===== src/rtl/tlpt_pkg.sv =====
// Shared types, constants and descriptor coding for the two-level page table engine.
`timescale 1ns / 1ps
`default_nettype none
package tlpt_pkg;

  localparam int TOP_ENTRIES  = 4096;
  localparam int TOP_AW       = 12;
  localparam int LEAF_ENTRIES = 256;
  localparam int LEAF_AW      = 8;
  localparam int OCC_W        = $clog2(LEAF_ENTRIES + 1);
  localparam int PADDR_W      = 2;

  localparam logic [31:0] FRAME_MASK = 32'hFFFF_F000;
  localparam logic [31:0] D_SMALL    = 32'h0000_0002;
  localparam logic [31:0] D_XN       = 32'h0000_0001;
  localparam logic [31:0] D_B        = 32'h0000_0004;
  localparam logic [31:0] D_C        = 32'h0000_0008;
  localparam logic [31:0] D_AP0      = 32'h0000_0010;
  localparam logic [31:0] D_AP1      = 32'h0000_0020;
  localparam logic [31:0] D_AP2      = 32'h0000_0200;
  localparam logic [31:0] D_NG       = 32'h0000_0800;

  typedef enum logic [1:0] {
    REQ_MAP     = 2'd0,
    REQ_UNMAP   = 2'd1,
    REQ_PROTECT = 2'd2,
    REQ_QUERY   = 2'd3
  } req_type_t;

  typedef enum logic [1:0] {
    STS_OK      = 2'd0,
    STS_INVALID = 2'd1,
    STS_NOT_MAP = 2'd2,
    STS_NO_FREE = 2'd3
  } status_t;

  typedef enum logic [1:0] {
    ST_CLEAR,
    ST_IDLE,
    ST_LOOK,
    ST_EXEC
  } state_t;

  typedef struct packed {
    logic [1:0]  req_type;
    logic [31:0] virt_addr;
    logic [31:0] frame_addr;
    logic [4:0]  req_flags;
  } req_t;

  typedef struct packed {
    logic [1:0]  status;
    logic [31:0] found_paddr;
    logic [5:0]  found_flags;
    logic [31:0] found_descriptor;
  } rsp_t;

  typedef struct packed {
    logic fill;
    logic pop;
    logic push;
  } pool_ctl_t;

  function automatic logic [31:0] encode_desc(input logic [31:0] frame,
                                              input logic [4:0]  f);
    logic [31:0] d;
    d = (frame & FRAME_MASK) | D_SMALL;
    if (!f[4]) d = d | D_C | D_B;
    if (f[1]) begin
      d = f[0] ? (d | D_AP1 | D_AP0) : (d | D_AP2 | D_AP1 | D_AP0);
    end else begin
      d = f[0] ? (d | D_AP0) : (d | D_AP2 | D_AP0);
    end
    if (!f[2]) d = d | D_XN;
    if (!f[3]) d = d | D_NG;
    return d;
  endfunction

  function automatic logic [5:0] decode_desc(input logic [31:0] d);
    logic [5:0] r;
    logic [2:0] ap;
    r  = 6'd1;
    ap = {d[9], d[5], d[4]};
    if (ap == 3'd1) r = r | 6'd2;
    else if (ap == 3'd3) r = r | 6'd6;
    else if (ap == 3'd7) r = r | 6'd4;
    if (!d[0]) r = r | 6'd8;
    if (!d[11]) r = r | 6'd16;
    if (d[3:2] == 2'b00) r = r | 6'd32;
    return r;
  endfunction

endpackage
`default_nettype wire


===== src/rtl/tlpt_ram.sv =====
// Generic single-write, single-read synchronous RAM with registered read data.
`timescale 1ns / 1ps
`default_nettype none
module tlpt_ram #(
  parameter int WIDTH  = 32,
  parameter int DEPTH  = 256,
  parameter int ADDR_W = 8
) (
  input  wire logic              clk,
  input  wire logic              we,
  input  wire logic [ADDR_W-1:0] waddr,
  input  wire logic [WIDTH-1:0]  wdata,
  input  wire logic [ADDR_W-1:0] raddr,
  output logic      [WIDTH-1:0]  rdata
);

  logic [WIDTH-1:0] mem [DEPTH];

  always_ff @(posedge clk) begin
    if (we) begin
      mem[waddr] <= wdata;
    end
    rdata <= mem[raddr];
  end

endmodule
`default_nettype wire


===== src/rtl/tlpt_free_pool.sv =====
// Free second-level table queue: circular list of table numbers in a RAM.
`timescale 1ns / 1ps
`default_nettype none
module tlpt_free_pool #(
  parameter int   LEAF_TABLES = 64,
  localparam int  TW          = (LEAF_TABLES > 1) ? $clog2(LEAF_TABLES) : 1
) (
  input  wire logic                  clk,
  input  wire logic                  rst_n,
  input  wire tlpt_pkg::pool_ctl_t   ctl,
  input  wire logic [TW-1:0]         fill_id,
  input  wire logic [TW-1:0]         push_id,
  output logic      [TW-1:0]         head_id,
  output logic                       empty
);
  import tlpt_pkg::*;

  localparam int CNT_W = $clog2(LEAF_TABLES + 1);
  localparam logic [TW-1:0] LAST = TW'(LEAF_TABLES - 1);

  logic [TW-1:0]    head_r, head_nxt;
  logic [TW-1:0]    tail_r, tail_nxt;
  logic [CNT_W-1:0] cnt_r, cnt_nxt;
  logic             we;
  logic [TW-1:0]    waddr;
  logic [TW-1:0]    wdata;

  always_comb begin
    head_nxt = head_r;
    tail_nxt = tail_r;
    cnt_nxt  = cnt_r;
    if (ctl.pop) begin
      head_nxt = (head_r == LAST) ? '0 : head_r + TW'(1);
      cnt_nxt  = cnt_r - CNT_W'(1);
    end
    if (ctl.push) begin
      tail_nxt = (tail_r == LAST) ? '0 : tail_r + TW'(1);
      cnt_nxt  = cnt_r + CNT_W'(1);
    end
  end

  always_ff @(posedge clk) begin
    if (!rst_n) begin
      head_r <= '0;
      tail_r <= '0;
      cnt_r  <= CNT_W'(LEAF_TABLES);
    end else begin
      head_r <= head_nxt;
      tail_r <= tail_nxt;
      cnt_r  <= cnt_nxt;
    end
  end

  assign we    = ctl.fill | ctl.push;
  assign waddr = ctl.fill ? fill_id : tail_r;
  assign wdata = ctl.fill ? fill_id : push_id;
  assign empty = (cnt_r == '0);

  tlpt_ram #(
    .WIDTH  (TW),
    .DEPTH  (LEAF_TABLES),
    .ADDR_W (TW)
  ) u_list_ram (
    .clk   (clk),
    .we    (we),
    .waddr (waddr),
    .wdata (wdata),
    .raddr (head_r),
    .rdata (head_id)
  );

endmodule
`default_nettype wire


===== config.mk =====
export PLATFORM = sky130hd
export DESIGN_NAME = tlpt_free_pool
export DESIGN_NICKNAME = d
export VERILOG_FILES = /design/src/rtl/tlpt_pkg.sv /design/src/rtl/tlpt_ram.sv /design/src/rtl/tlpt_free_pool.sv
export SDC_FILE = /design/constraint.sdc
export NUM_CORES = 1
export LEC_CHECK = 0
export BUFFER_PORTS_ARGS = -buffer_cell sky130_fd_sc_hd__buf_2
export CORE_MARGIN = 2
export CORE_UTILIZATION = 65
export CTS_BUF_LIST = sky130_fd_sc_hd__clkbuf_8
export DETAILED_ROUTE_END_ITERATION = 10
export PLACE_DENSITY = 0.82
export SYNTH_ARGS = -nofsm -noshare
export SYNTH_HDL_FRONTEND = slang
export SYNTH_SLANG_ARGS = --single-unit

===== constraint.sdc =====
create_clock -name clk -period 5.13 [get_ports clk]
set_input_delay 0.2565 -clock clk [delete_from_list [all_inputs] [get_ports clk]]
set_output_delay 0.2565 -clock clk [all_outputs]
set_load 0.005 [all_outputs]

### Yosys cells after proc, flatten, opt, wreduce, memory -nomap -nowiden

Memories as Yosys holds them, arrays and structs flattened. A register that Yosys moved wholly into a read port is not among the register bits.
Cells that the tools add are included.

| storage, ports and cells | value |
|---|---|
| memory bits (writable) | 384 |
| word-level logic and storage cells | 21 |
| register bits after elaboration | 19 |
| memories | 1 |
| output and inout port bits | 7 |

Memory list:

| memory | depth | width | rd ports | clocked after memory_dff | write ports | line | text |
|---|---|---|---|---|---|---|---|
| u_list_ram.mem | 64 | 6 | 1 | 1 | 1 | tlpt_ram.sv:17 | `logic [WIDTH-1:0] mem [DEPTH];` |

| operators by class | value |
|---|---|
| reductions and logical operators | 2 |
| add/sub/neg operators | 4 |
| equal/unequal tests | 2 |
| muxes and demuxes | 8 |
| bitwise operators | 1 |

Operator list:

| cell | count |
|---|---|
| 6-bit 2-to-1 mux | 4 |
| 7-bit 2-to-1 mux | 2 |
| 6-bit by 1-bit adder with 6-bit output, second input constant | 2 |
| 6-bit == test, second input constant | 2 |
| 7-bit by 1-bit adder with 7-bit output, second input constant | 1 |
| 7-bit zero test | 1 |
| 7-bit by 1-bit subtractor with 7-bit output, second input constant | 1 |
| 1-bit 2-to-1 mux | 2 |
| 2-bit nonzero test | 1 |
| 1-bit bitwise OR | 1 |

### Longest topological paths before layout

Gate-level depths: netlist of run 1.

| logic depth | value |
|---|---|
| depth in word-level cells | 3 |
| gate-level depth with buffers | 9 |

### Cells and area by module

Synthesis of run 1 repeated with hierarchy kept, for this count alone.

| unflattened totals | value |
|---|---|
| cells, all modules | 858 |
| area total of the unflattened synthesis | 16358.2 um^2 |

Modules (own cells, without submodules):

| module | times used | area an instance (um^2) | cells each | sequential area each (um^2) |
|---|---|---|---|---|
| tlpt_ram | 1 | 15225.9 | 720 | 11651.2 |
| tlpt_free_pool | 1 | 1132.3 | 138 | 380.4 |

### Worst setup path before layout of run 1

OpenSTA, ideal clock, no wires.

| path | value |
|---|---|
| path kind | input to register |
| from | in ctl[2] (netlist bit) |
| to | mem u_list_ram.mem[0][0] (netlist bit) (data pin) |
| stages on the path | 2 |
| setup time | 702 ps |
| arrival time | 3000 ps |
| setup slack | 1428 ps |
| path buffers | 1 |
| path through | clkbuf_1 -> o21ai_0 |

| between the ends | value |
|---|---|
| word-level cells in the longest chain between the ends | 1 |

Ends and longest elaborated chain:

| item | line | text |
|---|---|---|
| from (decl) | tlpt_free_pool.sv:10 | `input wire tlpt_pkg::pool_ctl_t ctl,` |
| 6-bit 2-to-1 mux | tlpt_free_pool.sv:56 | `assign wdata = ctl.fill ? fill_id : push_id;` |
| named net u_list_ram.wdata[0] | tlpt_ram.sv:12 | `input wire logic [WIDTH-1:0] wdata,` |
| to (decl) | tlpt_ram.sv:17 |  |

The timed path passes the listed nets, and every way through them passes these cells.

==> results of run 1 <==
[sequential cells by signal (all words and copies together) (netlist names)]
register and count:
head_r 6, u_list_ram.rdata 6, tail_r 6, u_list_ram.mem 384, cnt_r 7
[final timing paths]
check                                              endpoint  depth (start not counted)              startpoint
worst min register to register        cnt_r[1]$_SDFFE_PN0P_                          2   cnt_r[1]$_SDFFE_PN0P_
worst min-delay path                  cnt_r[6]$_SDFFE_PN1P_                          2                   rst_n
worst max-delay path            u_list_ram.rdata[4]$_DFF_P_                          6  head_r[0]$_SDFFE_PN0P_
worst max register to register  u_list_ram.rdata[4]$_DFF_P_                          6  head_r[0]$_SDFFE_PN0P_
[metrics by stage]
stage,cells,hold slack [ns]
global placement,1187,0.498
global route,1300,0.0459
detailed placement,1187,0.510
CTS,1300,0.0107
floorplan,867,0.428
finish,1300,0.0384
[metal layers]
metal / vias up / track usage / part of all wire
met1: 4358 / 0.391 / 0.39
met3: 85 / 0.0463 / 0.094
met5: - / 0 / 0
met4: 0 / 0.0957 / 0.032
li1: 3649 / - / -
met2: 490 / 0.427 / 0.48
[report_power, final]
| part | internal (mW) | switching, mW | total (mW) |
|---|---|---|---|
| logic | 0.189 | 0.259 | 0.448 |
| registers | 3.71 | 0.0546 | 3.77 |
| clock network | 1.37 | 1.19 | 2.55 |
[worst reg2reg max path, cell delays in order (launching register included)]
cell,delay (ns)
dfxtp_4,0.91
buf_4,0.41
mux4_2,0.53
nor2b_1,0.17
a211oi_1,0.60
a211oi_1,0.09
or3_1,0.41
[cells by family (layout without fill, tap and decap cells)]
| kind of cell | after synthesis | in the layout | share of synthesized area |
|---|---|---|---|
| multiplexers | 123 | 123 | 0.142 |
| flip-flops | 409 | 409 | 0.737 |
| XOR/XNOR | 9 | 9 | 0.00483 |
| adder cells (fa/ha/maj) | 8 | 8 | 0.00659 |
| AO/OA/AOI/OAI | 106 | 106 | 0.0476 |
| AND/OR/NAND/NOR | 155 | 155 | 0.0439 |
| buffers and inverters | 57 | 160 | 0.0180 |
[synthesized netlist by cell type (2+ instances only)]
cell        n
a211o_1     2
a211oi_1   33
a21o_1      3
a21oi_1    10
a221oi_1    3
a22o_1      4
a22oi_1     8
a31oi_1     2
a41oi_1     2
and2_1      8
buf_1       7
buf_2      10
buf_4       2
buf_6       8
clkbuf_1   16
dfxtp_1    25
edfxtp_1  384
ha_1        7
inv_1      14
mux2_2      2
mux2i_1    34
mux4_2     87
nand2_1    35
nand2b_1    4
nand3_1     4
nand4_1     2
nor2_1     69
nor2b_1    17
nor3_1      2
nor4_1      2
nor4bb_1    2
o21ai_0    14
o221ai_1    7
o22ai_1     2
o32ai_1     8
or3_1       5
or4_1       2
xnor2_1     9
[final cells by class]
cell class / count / area share
repair buffers: 33 / 0.0113
well taps: 330 / 0.0230
multi-input cells: 401 / 0.225
clock buffers: 72 / 0.0552
clock inverters: 41 / 0.0122
flip-flops and latches: 409 / 0.670
inverters: 14 / 0.00292
==> reports/qor.yml, run 1 <==
synth_area_mm2: 0.0163
hold_buffers: 0
fillers: 1419
io_pins: 24
core_area_mm2: 0.0249
grt_pass1_vias: 8618
slowest_delay_ns: 0.91
power.total_mw: 6.77
syn_to_final_growth_pct: 10.0
synth-edff-count: 384
register_area_mm2: 0.0120
synthCells: 867
row_count: 58
synthArstFlopShare: 0
fmax_mhz: 305
cts-root-buf: "clkbuf_8"
die-area_mm2: 0.0264
yosysTopAreaCell: "edfxtp_1"
cts_max_level: 2
syn_nets: 892
cts_resized: 0
cts_post_setup_buffers_inserted: 0
post-route-util: 0.722
synth_top_area_frac: 0.706
fin_nets: 945
cts_max_path_buffers: 3
routedWlPerCell_um: 26.2
grt_overflow: 0
setup_viol: 0
path_class: "reg2reg"
fin_ws_ns: 1.85
die_y_um: 162
dpl_cell_area_mm2: 0.0168
layout_commonest_cell: "edfxtp_1"
wl_um: 34100
numCtsBuffers: 61
drc: 0
antenna_found_initial: 0
crit_arrival_ns: 3.75
p_leak_nw: 5.67
ys_ff_latch: 409
crit_path_max_fanout: 42
clock_skew_ns: 0.0393
grt_first_pass_wirelength_um: 52000
syn-mean-instance-area_um2: 18.8
via_per_inst: 6.60
start_util: 0.656
finalCriticalPeriod_ns: 3.28
first_pass_iters: 5
worst-path-buf-inv: 1
outcome: "complete, no violations"
cp_common_cell: "a211oi_1"
maxSlewViolCount: 0
n_antenna_cell: 0
multi_input_area_mm2: 0.00405
start_kind: "flop"
layout_common_cells: "edfxtp_1 (384), mux4_2 (87), clkbuf_8 (72)"
cts.clk_slew.worst_paths_ns: 0.07
die_w_um: 162
cp-end-kind: "flop"
drt_iter0_markers: 989
worst_path_dominant_cell_family: "flip-flops"
grt_usage: 0.270
period_share: 0.639
gp_congestion: 0.800
slowest_stage: "dfxtp_4"
drv_cap: 0
tightest_slew_ns: 1.27
crit_chain: "buf_4, mux4_2, nor2b_1, a211oi_1, a211oi_1, or3_1"
routed-via-count: 8582
seq_area_frac_synth: 0.737
r2r_setup_slack_ns: 1.85
synth.distinct_cells: 50
yosysWarningCount: 0
setup_tns_ns: 0
synthTopCellsByArea: "edfxtp_1 (71%), mux4_2 (12%), dfxtp_1 (3.1%), mux2i_1 (2.1%), nor2_1 (1.6%)"
fin_area_mm2: 0.0180
grt_start_max_net_pins: 65
place_hpwl_um: 20900
max-vdd-ir-drop_mv: 0.301
cts_tree: "built"
worstSkewPairLatency_ns: 0.61
io_buffers: 23
pre_cts_ws_ns: 1.90
min_path_type: "in2reg"
synth-main-ff-cell: "edfxtp_1"
grt_setup_unrepaired: "no"
final_hold_viol_count: 0
p_per_area_mw_per_mm2: 377
maxSlewHeadroom: 0.156
cts_sinks: 409
drive_gt1_frac: 0.216
cp.required_ns: 5.60
ant_nets: 0
(Power assumes the default switching activity.)
==> inputs of run 2 (changes only) <==
Settings changed: ABC_AREA set to 1.
Clock period 5.13 ns to 3.3 ns, I/O delays scaled along.
==> run 2 against run 1 <==
  * Largest cell class unchanged
  * Synthesized cell count up 100%
  * Largest power group unchanged
  * Global-route usage up 2.0 points
  * Area after synthesis up 8.7%
==> reports/qor.yml, run 2 <==
fin_nets: 1813
crit_chain: "inv_1, o21ai_0, nand3_1, nor2_1"
setup_tns_ns: 0
n_antenna_cell: 0
power.total_mw: 10.3
p_leak_nw: 7.89
syn_nets: 1773
fmax_mhz: 420
cp.required_ns: 3.54
synthCells: 1748
finalCriticalPeriod_ns: 2.38
synth-main-ff-cell: "edfxtp_1"
yosysWarningCount: 0
ant_nets: 0
io_buffers: 23
slowest_delay_ns: 0.58
seq_area_frac_synth: 0.678
setup.worst_path.end: "u_list_ram.mem[26][1]$_DFFE_PP_"
start_util: 0.661
yosysMostFrequentCell: "nand2_1"
crit_arrival_ns: 2.62
cts_sinks: 409
synth_area_mm2: 0.0178
finalNonFillerCells: 2176
maxSlewHeadroom: 0.291
clock_skew_ns: 0.0263
place_hpwl_um: 23600
grt_setup_unrepaired: "no"
worstSkewPairLatency_ns: 0.60
yosysTopAreaCell: "edfxtp_1"
via_per_inst: 5.67
finalHoldWorstSlack_ns: 0.478
largest-register: "u_list_ram.mem"
fin_area_mm2: 0.0193
cts.clk_slew.worst_paths_ns: 0.06
min_path_type: "in2reg"
grt_usage: 0.290
holdPathStages: 4
die_w_um: 169
wl_um: 40700
cts-root-buf: "clkbuf_8"
tightest_slew_ns: 1.06
setup_viol: 0
reg_top3: "u_list_ram.mem x384, cnt_r x7"
numCtsBuffers: 60
die_y_um: 169
drive_gt1_frac: 0.0807
cts_tree: "built"
first_pass_iters: 5
outcome: "complete, no violations"
grt_pass1_vias: 12200
antenna_found_initial: 0
synthArstFlopShare: 0
largest_reg_flops: 384
cts_max_path_buffers: 3
fin_ws_ns: 0.917
layout_common_cells: "nand2_1 (528), edfxtp_1 (384), inv_1 (210)"
io_pins: 24
maxSlewViolCount: 0
ys_ff_latch: 409
period_share: 0.722
syn_to_final_growth_pct: 8.47
slowest_stage: "o21ai_0"
core_area_mm2: 0.0269
post-route-util: 0.716
pre_cts_ws_ns: 0.924
grt_start_max_net_pins: 199
synth_top_area_frac: 0.650
max-vdd-ir-drop_mv: 0.394
synthTopCellsByArea: "edfxtp_1 (65%), nand2_1 (11%), nand3_1 (5.5%), nor2_1 (4.1%), inv_1 (4.1%)"
routedWlPerCell_um: 18.7
final_hold_viol_count: 0
routed-via-count: 12300
grt_overflow: 0
dp_cells: 2063
gp_congestion: 0.898
syn-mean-instance-area_um2: 10.2
synth-edff-count: 384
layout_commonest_cell: "nand2_1"
r2r_end: "u_list_ram.mem[26][1]$_DFFE_PP_"
reg2reg_from: "tail_r[3]$_SDFFE_PN0P_"
synthTopCellsByCount: "nand2_1 (534), edfxtp_1 (384), nor2_1 (196)"
row_count: 60
start_kind: "flop"
p_per_area_mw_per_mm2: 537
drv_cap: 0
die-area_mm2: 0.0286
cp-startpoint: "tail_r[3]$_SDFFE_PN0P_"
synth.distinct_cells: 30
cts_max_level: 2
cts_post_setup_buffers_inserted: 0
r2r_cells: 4
drt_iter0_markers: 1732
grt_first_pass_wirelength_um: 63500
r2r_setup_slack_ns: 0.92
drc: 0
crit_path_max_fanout: 8
path_class: "reg2reg"
cp-end-kind: "flop"
dpl_cell_area_mm2: 0.0182
==> run 2: cell count changes in the layout (fill, tap and decap cells not counted), moves of 34 or more <==
cell     change
inv_1      +171
mux2i_1     -34
mux4_2      -87
nand2_1    +493
nand3_1    +190
nor2_1     +127
o21ai_0     +58
==> run 2: worst max-delay path, delay by kind of cell (launching register included) <==
| kind | cells | cell delay [ns] |
|---|---|---|
| simple gates | 2 | 1.01 |
| compound gates | 1 | 0.58 |
| flops | 1 | 0.35 |
| buf+inv | 1 | 0.09 |
==> run 2: cell type report <==
type	count	area [um2]
clock buffer	62	853
clock inverter	47	196
fill	1900	7620
inverter	204	768
multi-input combinational	1058	4560
sequential	409	12000
tap	341	427
timing repair buffer	55	415
==> run 2: metal layers <==
layer,track usage,part of all wire,up-vias
li1,-,-,5831
met1,0.379,0.39,5699
met2,0.473,0.47,683
met3,0.0520,0.093,126
met4,0.142,0.046,0
met5,0,0,-
==> run 2: timing repair <==
action,in CTS,in global routing
endpoints found under the setup margin,0,0
endpoints found under the hold margin,14,0
gates resized for setup,0,0
hold buffers,4,0
==> run 2: kinds of logic (layout without fill, tap and decap cells) <==
family	Yosys count	in the layout	synth area share
compound gates	99	99	0.0285
xor+xnor	8	8	0.00395
fa+ha+maj	8	8	0.00606
buf+inv	281	368	0.0679
flops	409	409	0.678
simple gates	943	943	0.216
==> run 2: how the worst min path moves through the flow <==
stage               slack, ns              startpoint                endpoint
global placement         0.46  tail_r[5]$_SDFFE_PN0P_  tail_r[5]$_SDFFE_PN0P_
detailed placement       0.47  tail_r[5]$_SDFFE_PN0P_  tail_r[5]$_SDFFE_PN0P_
finish                   0.48                  ctl[1]  head_r[1]$_SDFFE_PN0P_
floorplan                0.30                   rst_n  tail_r[1]$_SDFFE_PN0P_
CTS                      0.42                   rst_n   cnt_r[6]$_SDFFE_PN1P_
global route             0.48                   rst_n   cnt_r[6]$_SDFFE_PN1P_
==> run 2: where the power goes <==
part	total [mW]	switching (mW)	internal [mW]
registers	5.82	0.0297	5.79
clock network	3.57	1.83	1.74
logic	0.951	0.698	0.253
total	10.3	2.56	7.78
==> inputs of run 3 (changes only) <==
Settings changed: CORE_UTILIZATION 65 to 59, PLACE_DENSITY 0.82 to 0.78.
Clock period 3.3 ns to 1.97 ns, I/O delays scaled along.
==> run 3 against run 2 <==
  * Cell area rose by 5.5%
  * Flip-flop and latch count unchanged
  * Count of clock-buffer cells in the layout rose by 10
  * Critical endpoint is now cnt_r[6]$_SDFFE_PN1P_
==> reports/qor.yml, run 3 (same netlist as run 2, synthesis figures left out) <==
antenna_found_initial: 0
r2r_end: "cnt_r[6]$_SDFFE_PN1P_"
drc: 0
reg2reg_from: "cnt_r[0]$_SDFFE_PN0P_"
min_path_type: "in2reg"
maxSlewHeadroom: 0.665
numCtsBuffers: 67
cts_max_path_buffers: 3
path_class: "reg2reg"
cts_sinks: 409
clock_skew_ns: 0.0288
cp.required_ns: 2.45
cts.clk_slew.worst_paths_ns: 0.06
grt_usage: 0.276
n_antenna_cell: 0
fin_area_mm2: 0.0203
power.total_mw: 18.3
core_area_mm2: 0.0296
routedWlPerCell_um: 18.2
tightest_slew_ns: 0.501
grt_overflow: 0
dpl_cell_area_mm2: 0.0190
r2r_setup_slack_ns: 0.05
grt_setup_unrepaired: "no"
place_hpwl_um: 25400
wl_met3_um: 4000
final_hold_viol_count: 0
fin_nets: 1912
p_per_area_mw_per_mm2: 898
min_to: "u_list_ram.mem[27][5]$_DFFE_PP_"
period_share: 0.973
drt_iter0_markers: 1557
io_buffers: 23
via_per_inst: 5.49
holdPathStages: 4
worstSkewPairLatency_ns: 0.59
max-vdd-ir-drop_mv: 0.629
grt_start_max_net_pins: 109
row_count: 63
die_w_um: 177
cp-end-kind: "flop"
start_util: 0.599
cts_max_level: 3
min_from: "push_id[5]"
reg_top3: "u_list_ram.mem x384, cnt_r x7"
drive_gt1_frac: 0.135
largest-register: "u_list_ram.mem"
layout_common_cells: "nand2_1 (526), edfxtp_1 (384), inv_1 (214)"
crit_arrival_ns: 2.40
r2r_cells: 7
ant_nets: 0
cts-root-buf: "clkbuf_8"
die_y_um: 177
start_kind: "flop"
fmax_mhz: 522
io_pins: 24
finalCriticalPeriod_ns: 1.92
die-area_mm2: 0.0315
p_leak_nw: 8.47
largest_reg_flops: 384
syn_to_final_growth_pct: 14.5
setup_viol: 0
grt_first_pass_wirelength_um: 65700
routed-wl-met2_um: 20400
cts_tree: "built"
wl_um: 42400
crit_path_max_fanout: 5
gp_congestion: 0.903
top_layer: "met4"
routed-via-count: 12800
m1WireLength_um: 16500
layout_commonest_cell: "nand2_1"
first_pass_iters: 8
outcome: "complete, no violations"
maxSlewViolCount: 0
drv_cap: 0
setup_tns_ns: 0
grt_pass1_vias: 12600
-- run 3: changes by cell type in the layout (fill, tap and decap cells not counted), sizes merged --
cell	change
inv	+5
dlygate4sd3	+1
clkbuf	+10
bufinv	+1
clkinvlp	+4
buf	+91
clkinv	-10
-- run 3: worst max-delay path, stage by stage, from the launching register on --
cell and delay (ns):
dfxtp_1 0.36, fa_2 0.40, nand4_1 0.11, nand3_1 0.09, xor2_1 0.15, nand2_1 0.07, nand3_1 0.08, dlygate4sd3_1 0.57
-- run 3: worst max-delay path by stage --
stage / from / to / slack, ns / cells after the start
global placement: ctl[2] / u_list_ram.mem[0][0]$_DFFE_PP_ / 0.06 / 8
CTS: cnt_r[0]$_SDFFE_PN0P_ / cnt_r[6]$_SDFFE_PN1P_ / 0.02 / 7
detailed placement: tail_r[1]$_SDFFE_PN0P_ / u_list_ram.mem[0][0]$_DFFE_PP_ / 0.02 / 7
global route: cnt_r[3]$_SDFFE_PN0P_ / cnt_r[6]$_SDFFE_PN1P_ / 0.001 / 8
floorplan: tail_r[2]$_SDFFE_PN0P_ / u_list_ram.mem[13][0]$_DFFE_PP_ / 0.25 / 4
finish: cnt_r[0]$_SDFFE_PN0P_ / cnt_r[6]$_SDFFE_PN1P_ / 0.05 / 7
-- run 3: power by group --
group	switching, mW	total [mW]	internal, mW
Combinational	1.20	1.75	0.548
Clock	3.24	6.76	3.53
Sequential	0.0612	9.74	9.68
-- run 3: layout make-up --
type / instances / area (um2)
multi-input cells: 1058 / 4570
clock inverters: 47 / 244
clock buffers: 72 / 991
repair buffers: 147 / 1220
flip-flops and latches: 409 / 12000
fillers: 2180 / 9320
well taps: 390 / 488
inverters: 204 / 768
-- run 3: what timing repair did --
item                                    4_1_cts  5_1_grt
cloned                                        0        0
gates resized for setup                       1        9
endpoints found under the setup margin        6      184
hold buffers                                  5        0
setup buffers                                 0        0
hold endpoints to repair                     16        0
-- run 3: through the flow --
step           setup WS, ns  cells  hold slack [ns]  utilization
3_5_place_dp         0.0187   2203            0.436        0.641
4_1_cts              0.0217   2327           0.0302        0.684
3_3_place_gp         0.0644   2203            0.434        0.641
5_1_grt             0.00133   2327            0.120        0.686
6_report             0.0528   2327            0.101        0.686
2_1_floorplan         0.249   1748            0.237            -
-- run 3: per-layer routing --
layer | vias to the layer above | GRT usage
met5 | - | 0
met4 | 0 | 0.121
met3 | 134 | 0.0596
met2 | 658 | 0.456
met1 | 5957 | 0.353
li1 | 6025 | -
